===== config.mk =====
export PLATFORM = sky130hd
export DESIGN_NAME = http_response_chunked_parser_unit
export DESIGN_NICKNAME = d
export VERILOG_FILES = /design/src/rtl/core/hcp_pkg.sv /design/src/rtl/core/http_response_chunked_parser_unit.sv /design/src/rtl/core/hcp_step.sv /design/src/rtl/core/hcp_resq.sv
export SDC_FILE = /design/constraint.sdc
export NUM_CORES = 1
export LEC_CHECK = 0
export ABC_AREA = 1
export ABC_CLOCK_PERIOD_IN_PS = 6000
export BUFFER_PORTS_ARGS = -buffer_cell sky130_fd_sc_hd__buf_4
export CORE_ASPECT_RATIO = 0.8
export CORE_MARGIN = 3
export CORE_UTILIZATION = 58
export CTS_CLUSTER_DIAMETER = 150
export DETAILED_ROUTE_END_ITERATION = 8
export PLACE_DENSITY = 0.72
export SYNTH_ARGS = -nofsm -noshare
export SYNTH_HDL_FRONTEND = slang
export SYNTH_SLANG_ARGS = --single-unit

===== constraint.sdc =====
create_clock -name clk_i -period 6 [get_ports clk_i]
set_input_delay 0.3 -clock clk_i [delete_from_list [all_inputs] [get_ports clk_i]]
set_output_delay 0.3 -clock clk_i [all_outputs]
set_load 0.05 [all_outputs]

===== src/rtl/core/hcp_pkg.sv =====
// Shared types, codes and helper functions of the HTTP chunked response parser.
package hcp_pkg;

  // Parse phases.
  localparam logic [3:0] PH_IDLE      = 4'd0;
  localparam logic [3:0] PH_STATUS    = 4'd1;
  localparam logic [3:0] PH_STATUS_CR = 4'd2;
  localparam logic [3:0] PH_HDR       = 4'd3;
  localparam logic [3:0] PH_HDR_CR    = 4'd4;
  localparam logic [3:0] PH_SIZE      = 4'd5;
  localparam logic [3:0] PH_SIZE_CR   = 4'd6;
  localparam logic [3:0] PH_CHUNK     = 4'd7;
  localparam logic [3:0] PH_DONE      = 4'd8;

  // Status code decoding phases.
  localparam logic [1:0] CODE_WAIT_SP = 2'd0;
  localparam logic [1:0] CODE_DIGITS  = 2'd1;
  localparam logic [1:0] CODE_OVER    = 2'd2;

  // Result kinds.
  localparam logic [2:0] KIND_STATUS_BYTE = 3'd0;
  localparam logic [2:0] KIND_STATUS_END  = 3'd1;
  localparam logic [2:0] KIND_HDR_BYTE    = 3'd2;
  localparam logic [2:0] KIND_HDR_END     = 3'd3;
  localparam logic [2:0] KIND_HDRS_DONE   = 3'd4;
  localparam logic [2:0] KIND_CHUNK_BYTE  = 3'd5;
  localparam logic [2:0] KIND_COMPLETE    = 3'd6;
  localparam logic [2:0] KIND_SIZE_ERR    = 3'd7;

  // Characters.
  localparam logic [7:0] CH_CR = 8'h0D;
  localparam logic [7:0] CH_LF = 8'h0A;
  localparam logic [7:0] CH_SP = 8'h20;
  localparam logic [7:0] CH_0  = 8'h30;
  localparam logic [7:0] CH_9  = 8'h39;
  localparam logic [7:0] CH_LA = 8'h61;
  localparam logic [7:0] CH_LF_HEX = 8'h66;
  localparam logic [7:0] CH_UA = 8'h41;
  localparam logic [7:0] CH_UF = 8'h46;

  localparam logic [9:0] CODE_MAX = 10'd999;

  // Result queue geometry.
  localparam int RES_DEPTH = 4;
  localparam int RES_PTR_W = 2;
  localparam int RES_CNT_W = 3;

  typedef struct packed {
    logic [2:0] kind;
    logic [7:0] out_byte;
    logic [9:0] status_code;
    logic       chunk_end;
    logic       last_of_run;
  } result_t;

  typedef struct packed {
    logic [9:0] value;
    logic [1:0] phase;
  } code_t;

  typedef struct packed {
    logic [3:0] phase;
    code_t      code;
    logic       line_nonempty;
  } ctx_t;

  // Status code tracking for one status-line character.
  function automatic code_t status_upd(code_t cur, logic [7:0] c);
    code_t       nxt;
    logic [13:0] acc;
    nxt = cur;
    acc = {1'b0, cur.value, 3'b000} + {3'b000, cur.value, 1'b0} + {10'd0, c[3:0]};
    if (cur.phase == CODE_WAIT_SP) begin
      if (c == CH_SP) nxt.phase = CODE_DIGITS;
    end else if (cur.phase == CODE_DIGITS) begin
      if (c >= CH_0 && c <= CH_9) begin
        nxt.value = (acc > {4'd0, CODE_MAX}) ? CODE_MAX : acc[9:0];
      end else begin
        nxt.phase = CODE_OVER;
      end
    end
    return nxt;
  endfunction

  function automatic result_t mk_res(logic [2:0] kind, logic [7:0] b, logic [9:0] code,
                                     logic cend);
    result_t r;
    r.kind        = kind;
    r.out_byte    = b;
    r.status_code = code;
    r.chunk_end   = cend;
    r.last_of_run = 1'b0;
    return r;
  endfunction

endpackage


===== src/rtl/core/http_response_chunked_parser_unit.sv =====
// Top level of the HTTP chunked response parser.
//
// Input channel: in_valid_i/in_ready_o carry one item per transfer: op_i = 0
// starts a new response, op_i = 1 delivers one received byte in data_value_i.
// Output channel: out_valid_o/out_ready_i carry one result per transfer; an
// item gives zero, one or two results, and last_of_run_o marks the last one.
// cfg_we_i writes cfg_wdata_i to the chunk size radix (0 decimal, 1 hex).
// An accepted item is held in the input register while the step logic works
// on it; its results are written into the result queue once the queue has
// room, and output valid is taken from the registered queue count.
// Throughput is one item per cycle as long as results are taken; an item
// with two results needs two output transfers, so a run of such items slows
// the input once the four-entry result queue fills. The queue's free space
// gates processing, so when the receiver stalls the input register and then
// in_ready_o hold off new transfers.
// Reset clears the parse state to idle, empties the queue and sets the radix
// to decimal; bytes before the first begin item give no results.
module http_response_chunked_parser_unit #(
  parameter int CHUNK_LEN_BITS = 16
) (
  input  logic       clk_i,
  input  logic       rst_ni,
  input  logic       cfg_we_i,
  input  logic       cfg_wdata_i,
  input  logic       in_valid_i,
  output logic       in_ready_o,
  input  logic       op_i,
  input  logic [7:0] data_value_i,
  output logic       out_valid_o,
  input  logic       out_ready_i,
  output logic [2:0] kind_o,
  output logic [7:0] out_byte_o,
  output logic [9:0] status_code_o,
  output logic       chunk_end_o,
  output logic       last_of_run_o
);

  logic                      radix_q;
  logic                      in_vld_q;
  logic                      op_q;
  logic [7:0]                data_q;
  hcp_pkg::ctx_t             ctx_q, ctx_d;
  logic [CHUNK_LEN_BITS-1:0] size_q, size_d;
  logic [CHUNK_LEN_BITS-1:0] count_q, count_d;
  logic [1:0]                res_n;
  hcp_pkg::result_t          res0, res1, head;
  logic                      room;
  logic                      fire;
  logic                      in_xfer;

  assign fire       = in_vld_q && room;
  assign in_ready_o = !in_vld_q || fire;
  assign in_xfer    = in_valid_i && in_ready_o;

  hcp_step #(
    .CHUNK_LEN_BITS(CHUNK_LEN_BITS)
  ) u_step (
    .op_i    (op_q),
    .data_i  (data_q),
    .radix_i (radix_q),
    .ctx_i   (ctx_q),
    .size_i  (size_q),
    .count_i (count_q),
    .ctx_o   (ctx_d),
    .size_o  (size_d),
    .count_o (count_d),
    .res_n_o (res_n),
    .res0_o  (res0),
    .res1_o  (res1)
  );

  hcp_resq u_resq (
    .clk_i       (clk_i),
    .rst_ni      (rst_ni),
    .push_n_i    (fire ? res_n : 2'd0),
    .push0_i     (res0),
    .push1_i     (res1),
    .room_o      (room),
    .out_valid_o (out_valid_o),
    .out_ready_i (out_ready_i),
    .out_o       (head)
  );

  assign kind_o        = head.kind;
  assign out_byte_o    = head.out_byte;
  assign status_code_o = head.status_code;
  assign chunk_end_o   = head.chunk_end;
  assign last_of_run_o = head.last_of_run;

  always_ff @(posedge clk_i) begin
    if (in_xfer) begin
      op_q   <= op_i;
      data_q <= data_value_i;
    end
  end

  always_ff @(posedge clk_i or negedge rst_ni) begin
    if (!rst_ni) begin
      radix_q                <= 1'b0;
      in_vld_q               <= 1'b0;
      ctx_q.phase            <= hcp_pkg::PH_IDLE;
      ctx_q.code.value       <= '0;
      ctx_q.code.phase       <= hcp_pkg::CODE_WAIT_SP;
      ctx_q.line_nonempty    <= 1'b0;
      size_q                 <= '0;
      count_q                <= '0;
    end else begin
      if (cfg_we_i) begin
        radix_q <= cfg_wdata_i;
      end
      if (in_xfer) begin
        in_vld_q <= 1'b1;
      end else if (fire) begin
        in_vld_q <= 1'b0;
      end
      if (fire) begin
        ctx_q   <= ctx_d;
        size_q  <= size_d;
        count_q <= count_d;
      end
    end
  end

endmodule


===== src/rtl/core/hcp_step.sv =====
// Next-state and result logic for one parser input item.
module hcp_step #(
  parameter int CHUNK_LEN_BITS = 16
) (
  input  logic                      op_i,
  input  logic [7:0]                data_i,
  input  logic                      radix_i,
  input  hcp_pkg::ctx_t             ctx_i,
  input  logic [CHUNK_LEN_BITS-1:0] size_i,
  input  logic [CHUNK_LEN_BITS-1:0] count_i,
  output hcp_pkg::ctx_t             ctx_o,
  output logic [CHUNK_LEN_BITS-1:0] size_o,
  output logic [CHUNK_LEN_BITS-1:0] count_o,
  output logic [1:0]                res_n_o,
  output hcp_pkg::result_t          res0_o,
  output hcp_pkg::result_t          res1_o
);

  localparam int W = CHUNK_LEN_BITS;

  hcp_pkg::code_t   code_a;
  hcp_pkg::code_t   code_cr;
  hcp_pkg::code_t   code_b;
  hcp_pkg::result_t r0;
  hcp_pkg::result_t r1;
  logic [1:0]       n;

  logic             dig_ok;
  logic [3:0]       dig;
  logic [W+3:0]     size_scaled;
  logic [W+3:0]     size_acc;
  logic [W-1:0]     size_next;
  logic [W-1:0]     count_inc;

  // Size digit decode and accumulate.
  always_comb begin
    dig_ok = 1'b0;
    dig    = 4'd0;
    if (data_i >= hcp_pkg::CH_0 && data_i <= hcp_pkg::CH_9) begin
      dig_ok = 1'b1;
      dig    = data_i[3:0];
    end else if (radix_i && data_i >= hcp_pkg::CH_LA && data_i <= hcp_pkg::CH_LF_HEX) begin
      dig_ok = 1'b1;
      dig    = data_i[3:0] + 4'd9;
    end else if (radix_i && data_i >= hcp_pkg::CH_UA && data_i <= hcp_pkg::CH_UF) begin
      dig_ok = 1'b1;
      dig    = data_i[3:0] + 4'd9;
    end
    if (radix_i) begin
      size_scaled = {size_i, 4'b0000};
    end else begin
      size_scaled = {1'b0, size_i, 3'b000} + {3'b000, size_i, 1'b0};
    end
    size_acc  = size_scaled + {{W{1'b0}}, dig};
    size_next = (size_acc[W+3:W] != 4'd0) ? {W{1'b1}} : size_acc[W-1:0];
    count_inc = count_i + {{(W-1){1'b0}}, 1'b1};
  end

  always_comb begin
    ctx_o   = ctx_i;
    size_o  = size_i;
    count_o = count_i;
    n       = 2'd0;
    r0      = '0;
    r1      = '0;
    code_a  = hcp_pkg::status_upd(ctx_i.code, data_i);
    code_cr = hcp_pkg::status_upd(ctx_i.code, hcp_pkg::CH_CR);
    code_b  = hcp_pkg::status_upd(code_cr, data_i);

    if (!op_i) begin
      ctx_o.phase         = hcp_pkg::PH_STATUS;
      ctx_o.code.value    = '0;
      ctx_o.code.phase    = hcp_pkg::CODE_WAIT_SP;
      ctx_o.line_nonempty = 1'b0;
      size_o              = '0;
      count_o             = '0;
    end else begin
      unique case (ctx_i.phase)
        hcp_pkg::PH_STATUS: begin
          if (data_i == hcp_pkg::CH_CR) begin
            ctx_o.phase = hcp_pkg::PH_STATUS_CR;
          end else begin
            ctx_o.code = code_a;
            n  = 2'd1;
            r0 = hcp_pkg::mk_res(hcp_pkg::KIND_STATUS_BYTE, data_i, code_a.value, 1'b0);
          end
        end
        hcp_pkg::PH_STATUS_CR: begin
          if (data_i == hcp_pkg::CH_LF) begin
            n  = 2'd1;
            r0 = hcp_pkg::mk_res(hcp_pkg::KIND_STATUS_END, 8'd0, ctx_i.code.value, 1'b0);
            size_o              = '0;
            ctx_o.line_nonempty = 1'b0;
            ctx_o.phase         = hcp_pkg::PH_HDR;
          end else begin
            // The CR was not a line end: both bytes belong to the status line.
            ctx_o.code  = code_b;
            ctx_o.phase = hcp_pkg::PH_STATUS;
            n  = 2'd2;
            r0 = hcp_pkg::mk_res(hcp_pkg::KIND_STATUS_BYTE, hcp_pkg::CH_CR,
                                 code_cr.value, 1'b0);
            r1 = hcp_pkg::mk_res(hcp_pkg::KIND_STATUS_BYTE, data_i, code_b.value, 1'b0);
          end
        end
        hcp_pkg::PH_HDR: begin
          if (data_i == hcp_pkg::CH_CR) begin
            ctx_o.phase = hcp_pkg::PH_HDR_CR;
          end else begin
            ctx_o.line_nonempty = 1'b1;
            n  = 2'd1;
            r0 = hcp_pkg::mk_res(hcp_pkg::KIND_HDR_BYTE, data_i, ctx_i.code.value, 1'b0);
          end
        end
        hcp_pkg::PH_HDR_CR: begin
          if (data_i == hcp_pkg::CH_LF) begin
            n = 2'd1;
            if (!ctx_i.line_nonempty) begin
              r0 = hcp_pkg::mk_res(hcp_pkg::KIND_HDRS_DONE, 8'd0, ctx_i.code.value, 1'b0);
              size_o      = '0;
              ctx_o.phase = hcp_pkg::PH_SIZE;
            end else begin
              r0 = hcp_pkg::mk_res(hcp_pkg::KIND_HDR_END, 8'd0, ctx_i.code.value, 1'b0);
              ctx_o.phase = hcp_pkg::PH_HDR;
            end
            ctx_o.line_nonempty = 1'b0;
          end else begin
            ctx_o.line_nonempty = 1'b1;
            ctx_o.phase         = hcp_pkg::PH_HDR;
            n  = 2'd2;
            r0 = hcp_pkg::mk_res(hcp_pkg::KIND_HDR_BYTE, hcp_pkg::CH_CR, ctx_i.code.value,
                                 1'b0);
            r1 = hcp_pkg::mk_res(hcp_pkg::KIND_HDR_BYTE, data_i, ctx_i.code.value, 1'b0);
          end
        end
        hcp_pkg::PH_SIZE: begin
          if (data_i == hcp_pkg::CH_CR) begin
            ctx_o.phase = hcp_pkg::PH_SIZE_CR;
          end else if (dig_ok) begin
            size_o = size_next;
          end
        end
        hcp_pkg::PH_SIZE_CR: begin
          if (data_i == hcp_pkg::CH_LF) begin
            if (size_i != '0) begin
              count_o     = '0;
              ctx_o.phase = hcp_pkg::PH_CHUNK;
            end else begin
              n  = 2'd1;
              r0 = hcp_pkg::mk_res(hcp_pkg::KIND_COMPLETE, 8'd0, ctx_i.code.value, 1'b0);
              ctx_o.phase = hcp_pkg::PH_DONE;
            end
          end else begin
            n  = 2'd1;
            r0 = hcp_pkg::mk_res(hcp_pkg::KIND_SIZE_ERR, 8'd0, ctx_i.code.value, 1'b0);
          end
        end
        hcp_pkg::PH_CHUNK: begin
          n = 2'd1;
          if (count_inc == size_i) begin
            r0 = hcp_pkg::mk_res(hcp_pkg::KIND_CHUNK_BYTE, data_i, ctx_i.code.value, 1'b1);
            size_o      = '0;
            count_o     = '0;
            ctx_o.phase = hcp_pkg::PH_SIZE;
          end else begin
            r0 = hcp_pkg::mk_res(hcp_pkg::KIND_CHUNK_BYTE, data_i, ctx_i.code.value, 1'b0);
            count_o = count_inc;
          end
        end
        default: begin
        end
      endcase
    end

    if (n == 2'd2) begin
      r1.last_of_run = 1'b1;
    end else begin
      r0.last_of_run = 1'b1;
    end
  end

  assign res_n_o = n;
  assign res0_o  = r0;
  assign res1_o  = r1;

endmodule


===== src/rtl/core/hcp_resq.sv =====
// Small result queue that takes up to two results per cycle and gives one.
module hcp_resq (
  input  logic             clk_i,
  input  logic             rst_ni,
  input  logic [1:0]       push_n_i,
  input  hcp_pkg::result_t push0_i,
  input  hcp_pkg::result_t push1_i,
  output logic             room_o,
  output logic             out_valid_o,
  input  logic             out_ready_i,
  output hcp_pkg::result_t out_o
);

  localparam int PW = hcp_pkg::RES_PTR_W;
  localparam int CW = hcp_pkg::RES_CNT_W;

  hcp_pkg::result_t                 mem_q [hcp_pkg::RES_DEPTH];
  logic [hcp_pkg::RES_PTR_W-1:0]    wr_ptr_q, wr_ptr_d;
  logic [hcp_pkg::RES_PTR_W-1:0]    rd_ptr_q, rd_ptr_d;
  logic [hcp_pkg::RES_CNT_W-1:0]    cnt_q, cnt_d;
  logic                             pop;
  logic [hcp_pkg::RES_PTR_W-1:0]    wr_ptr_p1;

  assign pop         = out_valid_o && out_ready_i;
  assign out_valid_o = (cnt_q != '0);
  assign out_o       = mem_q[rd_ptr_q];
  // Leave room for the worst case of two results from one item.
  assign room_o      = (cnt_q <= CW'(hcp_pkg::RES_DEPTH - 2));
  assign wr_ptr_p1   = wr_ptr_q + 1'b1;

  always_comb begin
    wr_ptr_d = wr_ptr_q + PW'(push_n_i);
    rd_ptr_d = pop ? rd_ptr_q + 1'b1 : rd_ptr_q;
    cnt_d    = cnt_q + CW'(push_n_i) - CW'(pop);
  end

  always_ff @(posedge clk_i) begin
    if (push_n_i != 2'd0) begin
      mem_q[wr_ptr_q] <= push0_i;
    end
    if (push_n_i == 2'd2) begin
      mem_q[wr_ptr_p1] <= push1_i;
    end
  end

  always_ff @(posedge clk_i or negedge rst_ni) begin
    if (!rst_ni) begin
      wr_ptr_q <= '0;
      rd_ptr_q <= '0;
      cnt_q    <= '0;
    end else begin
      wr_ptr_q <= wr_ptr_d;
      rd_ptr_q <= rd_ptr_d;
      cnt_q    <= cnt_d;
    end
  end

endmodule


==> results.toml, run 1 <==
[status]
outcome = "finished, final reports clean"

[timing]
maxSlewHeadroom_pct = 16.7
final-max-slew-violation-count = 0
skew_ns = 0.0158
tns_ns = 0
setup_violations = 0
fin_crit_sh_pct = 71.5
tightest_slew_ns = 1.24
grt_setup_unrepaired = "false"
fmax_mhz = 233
hold_violations = 0
finalCriticalPeriod_ns = 4.29

[clock_network]
post-cts-setup-buffer-count = 0
cts_max_level = 4
cts.repair.resized = 0
cts_made_buffers = 17
cts_tree = "done"
clock-sinks = 159
insertion_delay_ns = 0.43
ctsLongestPathBuffers = 2
root_buffer = "clkbuf_16"
clk_pin_slew_ns = 0.07

[setup_path]
startpoint_type = "flip-flop"
arrival_ns = 4.61
cp.depth = 24
cp_top_family = "simple AND/OR/NAND/NOR gates"
path_cells = "inv_1 > ha_1 > nor3_1 > nor3_1 > inv_1 > nand2_1 > o21ai_0 > a21oi_1 > fa_1 > nand2_1 > nand2_1 > nand2_1 > nor2_1 > nand3_1 > nor2_1 > nand4_2 > nor3_2 > nand2_1 > nand2_1 > nand2_1 > nor2_4 > nand3_1 > nand2_1 > nand2_1"
r2r-end = "size_q[6]$_DFFE_PN0P_"
slowest_stage = "edfxtp_1"
crit_start = "data_q[1]$_DFFE_PP_"
reg2reg_from = "data_q[1]$_DFFE_PP_"
endpoint_kind = "flip-flop"
worst-path-buf-inv = 2
criticalPathCategory = "reg2reg"
critPathCapture = "size_q[6]$_DFFE_PN0P_"
slowest_delay_ns = 0.49
cp_max_fo = 16
crit_required_ns = 6.32
cp_common_cell = "nand2_1"
rr_worst_depth = 24
r2r_slack_ns = 1.71

[drt]
antenna_left = 0
drtPass1Iterations = 6
via_per_inst = 5.94
num_vias = 10600
drc_errors = 0
drtIter0Drc = 1644
wl_per_cell_um = 18.0
drt_wl_total_um = 32000

[placement]
place_area_um2 = 11600
gp_congestion = 0.956
dpl.hpwl_um = 24000
port_buffers = 39

[logic_synthesis]
synth_seq_cells = 159
synth.top_cell.area_share_pct = 23.8
synth_nets = 1568
synthTopCellsByArea = "edfxtp_1, nand2_1, dfrtp_1"
async_flop_share_pct = 36.5
syn_area_per_cell_um2 = 7.47
syn_area_um2 = 11200
synth_cell_type_count = 58
netlist_instances = 1502
synth_top_area_cell = "edfxtp_1"
yosysWarnings = 0
synth_edf_count = 89
synth_ff_type = "edfxtp_1"
ys_seq_area_share_pct = 38.9

[die]
initial_core_util_pct = 60.5
rows = 44
core_um2 = 18600
die_w_um = 161
dieArea_um2 = 21100
boundaryPins = 40
die_y_um = 130

[worst_hold_path]
holdCritPathClass = "in2reg"
worstHoldStart = "data_value_i[6]"

[cells_and_area]
mostFrequentLayoutCell = "nand2_1"
nNetsFinal = 1580
drive_gt1_share_pct = 8.51
stdcell_area_um2 = 12200
antenna_cells = 0
final_cell_mix = "nand2_1, nor2_1, inv_1"
syn_to_final_growth_pct = 9.19

[power_and_ir_drop]
powerDensity_nw_per_um2 = 526
leakage_uw = 0.00557
total_power_uw = 6440
peakVddDrop_v = 0.000371

[global_routing]
grtUsageTotal_pct = 30.6
grt_pass1_wl_um = 50300
gr-total-overflow = 0
grt_pass1_vias = 8862
grt_max_degree = 59
antenna_found_initial = 0

[job]
drv_cap = 0
==> cells by family (layout without fill, tap and decap cells) <==
logic type | count (synthesis) | count (layout) | synth area share, %
buffers and inverters | 212 | 237 | 7.61
AND/OR/NAND/NOR | 786 | 786 | 31.1
flip-flops | 159 | 159 | 38.9
XOR/XNOR | 42 | 42 | 3.47
AO/OA/AOI/OAI | 252 | 252 | 12.9
adder cells (fa/ha/maj) | 51 | 51 | 6.02
==> per-stage QoR <==
stage / utilization [%] / worst slack (ns) / instances / hold slack [ns]
6_report: 66.0 / 1.71 / 1780 / 0.0470
5_1_grt: 66.0 / 1.20 / 1780 / 0.0320
4_1_cts: 66.0 / 1.75 / 1780 / 0.0356
3_5_place_dp: 62.5 / 1.76 / 1747 / 0.429
3_3_place_gp: 62.5 / 1.87 / 1747 / 0.429
2_1_floorplan: - / 2.50 / 1502 / 0.00441
==> report_power, final <==
group          internal, uW  leakage, uW  switching, uW  total (uW)
Combinational          1030      0.00354           2500        3530
Sequential             1440      0.00171            313        1750
Clock                   667     0.000314            493        1160
Total                  3140      0.00557           3300        6440
==> layer usage <==
layer  vias to the layer above  GRT usage (%)  share of wire (%)
li1                       5087              -                  -
met1                      4890           52.6                 49
met3                        31           6.62                 12
met5                         -              0                  0
met4                         0           5.16               0.92
met2                       572           38.6                 38
==> how the worst min path moves through the flow <==
stage	end	depth (start not counted)
floorplan	count_q[0]$_DFFE_PN0P_	0
global placement	count_q[9]$_DFFE_PN0P_	1
detailed placement	count_q[10]$_DFFE_PN0P_	1
CTS	data_q[7]$_DFFE_PP_	1
global route	data_q[4]$_DFFE_PP_	1
finish	data_q[6]$_DFFE_PP_	1
==> flip-flops by register name, indices dropped and copies added (netlist names) <==
register and count:
u_resq.mem_q 92, ctx_q 17, count_q 16, size_q 16, data_q 8, u_resq.cnt_q 3, u_resq.rd_ptr_q 2, u_resq.wr_ptr_q 2
in_vld_q 1, op_q 1, radix_q 1
==> cell usage after synthesis, types with 3 or more instances <==
| cell | n |
|---|---|
| a21oi_1 | 44 |
| a31oi_1 | 5 |
| buf_1 | 5 |
| buf_2 | 10 |
| buf_4 | 6 |
| buf_6 | 3 |
| clkbuf_1 | 26 |
| clkinv_1 | 5 |
| dfrtp_1 | 58 |
| dfxtp_1 | 12 |
| edfxtp_1 | 89 |
| fa_1 | 5 |
| ha_1 | 46 |
| inv_1 | 146 |
| inv_2 | 11 |
| nand2_1 | 420 |
| nand2_2 | 7 |
| nand3_1 | 131 |
| nand3_2 | 5 |
| nand3b_1 | 3 |
| nand4_1 | 30 |
| nor2_1 | 147 |
| nor2_2 | 7 |
| nor2_4 | 7 |
| nor3_1 | 5 |
| nor3_2 | 4 |
| nor4_1 | 4 |
| o211ai_1 | 9 |
| o21ai_0 | 94 |
| o21ai_1 | 7 |
| o21bai_1 | 3 |
| o22ai_1 | 65 |
| o31ai_1 | 10 |
| or2_2 | 3 |
| xnor2_1 | 13 |
| xor2_1 | 27 |
==> layout make-up <==
cell class                      count  area [um^2]
Sequential cell                   159         4360
Fill cell                        1646         6300
Inverter                          162          608
Clock buffer                       21          504
Multi-Input combinational cell   1131         6000
Tap cell                          253          317
Clock inverter                     11          130
Timing Repair Buffer               43          325
==> timing repair <==
| item | 4_1_cts | 5_1_grt |
|---|---|---|
| setup endpoints to repair | 0 | 0 |
| hold endpoints to repair | 38 | 0 |
| hold buffers | 1 | 0 |
Note: power is estimated with default switching activity, not from simulation.
==> run 2, diff against run 1 <==
ABC_CLOCK_PERIOD_IN_PS = 4200   (was 6000)
clock period = 4.2 ns   (was 6 ns; I/O delays follow)
==> run 2 against run 1 <==
Clock power grew 42%; global-route usage rose by 0.13 points; sequential power is 41% higher; critical path depth down 7; cell count is 2.2% higher; total power up 46%; wire length increased by 0.30%; worst hold slack gained 0.17 ns; design area up 3.1%.
==> results.toml, run 2 (same netlist as run 1, synthesis figures left out) <==
[worst_hold_path]
min_path_cells = 3
worstHoldStart = "out_ready_i"
holdCritPathClass = "in2reg"
worst_hold_path.endpoint = "u_resq.rd_ptr_q[0]$_DFFE_PN0P_"

[placement]
place_inst = 1773
port_buffers = 39
gp_congestion = 0.920
dpl.hpwl_um = 23400

[setup_path]
r2r-end = "u_resq.mem_q[3][11]$_DFFE_PP_"
reg2reg_from = "data_q[3]$_DFFE_PP_"
arrival_ns = 3.99
cp_top_family = "simple AND/OR/NAND/NOR gates"
cp_max_fo = 10
criticalPathCategory = "reg2reg"
slowest_stage = "fa_1"
path_cells = "inv_1 > fa_1 > fa_1 > o21ai_0 > nand2_1 > nand2_1 > a21oi_1 > nor2_1 > nand2_1 > nand2_1 > o21ai_0 > nand2_1 > nand4_1 > nand3_1 > o21ai_0 > nand3_1 > nand2_1"
worst-path-buf-inv = 1
slowest_delay_ns = 0.47
crit_required_ns = 4.39
rr_worst_depth = 17
endpoint_kind = "flip-flop"
r2r_slack_ns = 0.40
cp_common_cell = "nand2_1"
startpoint_type = "flip-flop"

[drt]
drt_wl_total_um = 32100
drtIter0Drc = 1233
drtPass1Iterations = 5
antenna_left = 0
num_vias = 10600
drc_errors = 0
via_per_inst = 5.82
wl_per_cell_um = 17.7

[clock_network]
insertion_delay_ns = 0.44
cts_max_level = 4
cts_tree = "done"
root_buffer = "clkbuf_16"
ctsLongestPathBuffers = 2
cts_made_buffers = 17
clock-sinks = 159
clk_pin_slew_ns = 0.07

[die]
core_um2 = 18600
rows = 44
die_w_um = 161
initial_core_util_pct = 60.5
boundaryPins = 40
dieArea_um2 = 21100
die_y_um = 130

[timing]
final-max-slew-violation-count = 0
hold_violations = 0
setup_violations = 0
maxSlewHeadroom_pct = 18.1
fmax_mhz = 263
tightest_slew_ns = 1.23
fin_crit_sh_pct = 90.5
grt_setup_unrepaired = "false"
skew_ns = 0.0175
finalCriticalPeriod_ns = 3.80
tns_ns = 0

[power_and_ir_drop]
peakVddDrop_v = 0.000539
swShare_pct = 50.9
leakage_uw = 0.00577
power_frac_clock_pct = 17.6
p_comb_share_pct = 56.2
powerDensity_nw_per_um2 = 744
p_sw_uw = 4780
seqPwrFrac_pct = 26.2
internal_power_uw = 4620

[global_routing]
grt_max_degree = 59
gr-total-overflow = 0
grt_pass1_wl_um = 51100
antenna_found_initial = 0
grtUsageTotal_pct = 30.8
grt_pass1_vias = 9353

[cells_and_area]
largest_register_ff_count = 92
reg_top3 = "u_resq.mem_q (92), ctx_q (17)"
nNetsFinal = 1620
regMostFlops = "u_resq.mem_q"
multi_input_area_um2 = 6010
layoutNonFillerInstCount = 1820
mostFrequentLayoutCell = "nand2_1"
fill_cells = 1630
syn_to_final_growth_pct = 12.6
drive_gt1_share_pct = 10.2
final_cell_mix = "nand2_1, nor2_1, inv_1"
antenna_cells = 0
register_area_um2 = 4360

[status]
outcome = "finished, final reports clean"

[job]
drv_cap = 0
==> run 2: cell type report <==
| type | count | share of cell area (%) |
|---|---|---|
| repair buffers | 83 | 5.59 |
| clock inverters | 15 | 1.61 |
| multi-input cells | 1131 | 47.6 |
| inverters | 162 | 4.81 |
| well taps | 253 | 2.51 |
| flip-flops and latches | 159 | 34.5 |
| clock buffers | 17 | 3.37 |
==> run 2: worst max path at each step <==
stage	from	endpoint	slack, ns	cells past startpoint
2_1_floorplan	data_q[0]$_DFFE_PP_	size_q[1]$_DFFE_PN0P_	0.70	25
3_3_place_gp	data_q[1]$_DFFE_PP_	size_q[14]$_DFFE_PN0P_	0.45	24
3_5_place_dp	data_q[1]$_DFFE_PP_	size_q[13]$_DFFE_PN0P_	0.25	24
4_1_cts	data_q[1]$_DFFE_PP_	size_q[13]$_DFFE_PN0P_	0.24	24
5_1_grt	data_q[1]$_DFFE_PP_	size_q[11]$_DFFE_PN0P_	0.03	25
6_report	data_q[3]$_DFFE_PP_	u_resq.mem_q[3][11]$_DFFE_PP_	0.40	17
==> run 2: power by group through the flow <==
stage / registers [uW] / logic, uW / clock network, uW
2_1_floorplan: 2340 / 3740 / 0
3_3_place_gp: 2460 / 5060 / 0
3_5_place_dp: 2480 / 5120 / 0
4_1_cts: 2440 / 5160 / 1670
5_1_grt: 2510 / 5790 / 1730
6_report: 2460 / 5280 / 1650
==> run 2: stage by stage <==
step                      power [uW]  utilization (%)  hold slack, ns  setup WS, ns  instance area [um^2]
final                           9400             68.1           0.219         0.399                 12600
after global placement          7520             63.7           0.342         0.446                 11800
after global routing           10000             68.1           0.241        0.0258                 12600
after floorplan                 6090                -         -0.0856         0.699                 11200
after CTS                       9270             67.8           0.211         0.238                 12600
after detailed placement        7600             63.7           0.346         0.254                 11800
==> run 2: tightest hold or removal path: cells and delay by family <==
kind	cells	cell delay [ns]
compound gates	1	0.16
buf+inv	1	0.10
xor+xnor	1	0.14
==> run 2: repair_timing <==
action / in CTS / in global routing
resized for setup: 0 / 3
hold endpoints to repair: 69 / 0
hold buffers: 13 / 0
setup endpoints to repair: 0 / 16
buffers inserted: 0 / 2
==> run 2: per-layer routing <==
| layer | track usage (%) | vias to the layer above | share of wire [%] |
|---|---|---|---|
| met5 | 0 | - | 0 |
| met1 | 48.9 | 4868 | 48 |
| met4 | 6.98 | 0 | 0.94 |
| met2 | 41.9 | 499 | 40 |
| met3 | 7.53 | 32 | 11 |
| li1 | - | 5185 | - |
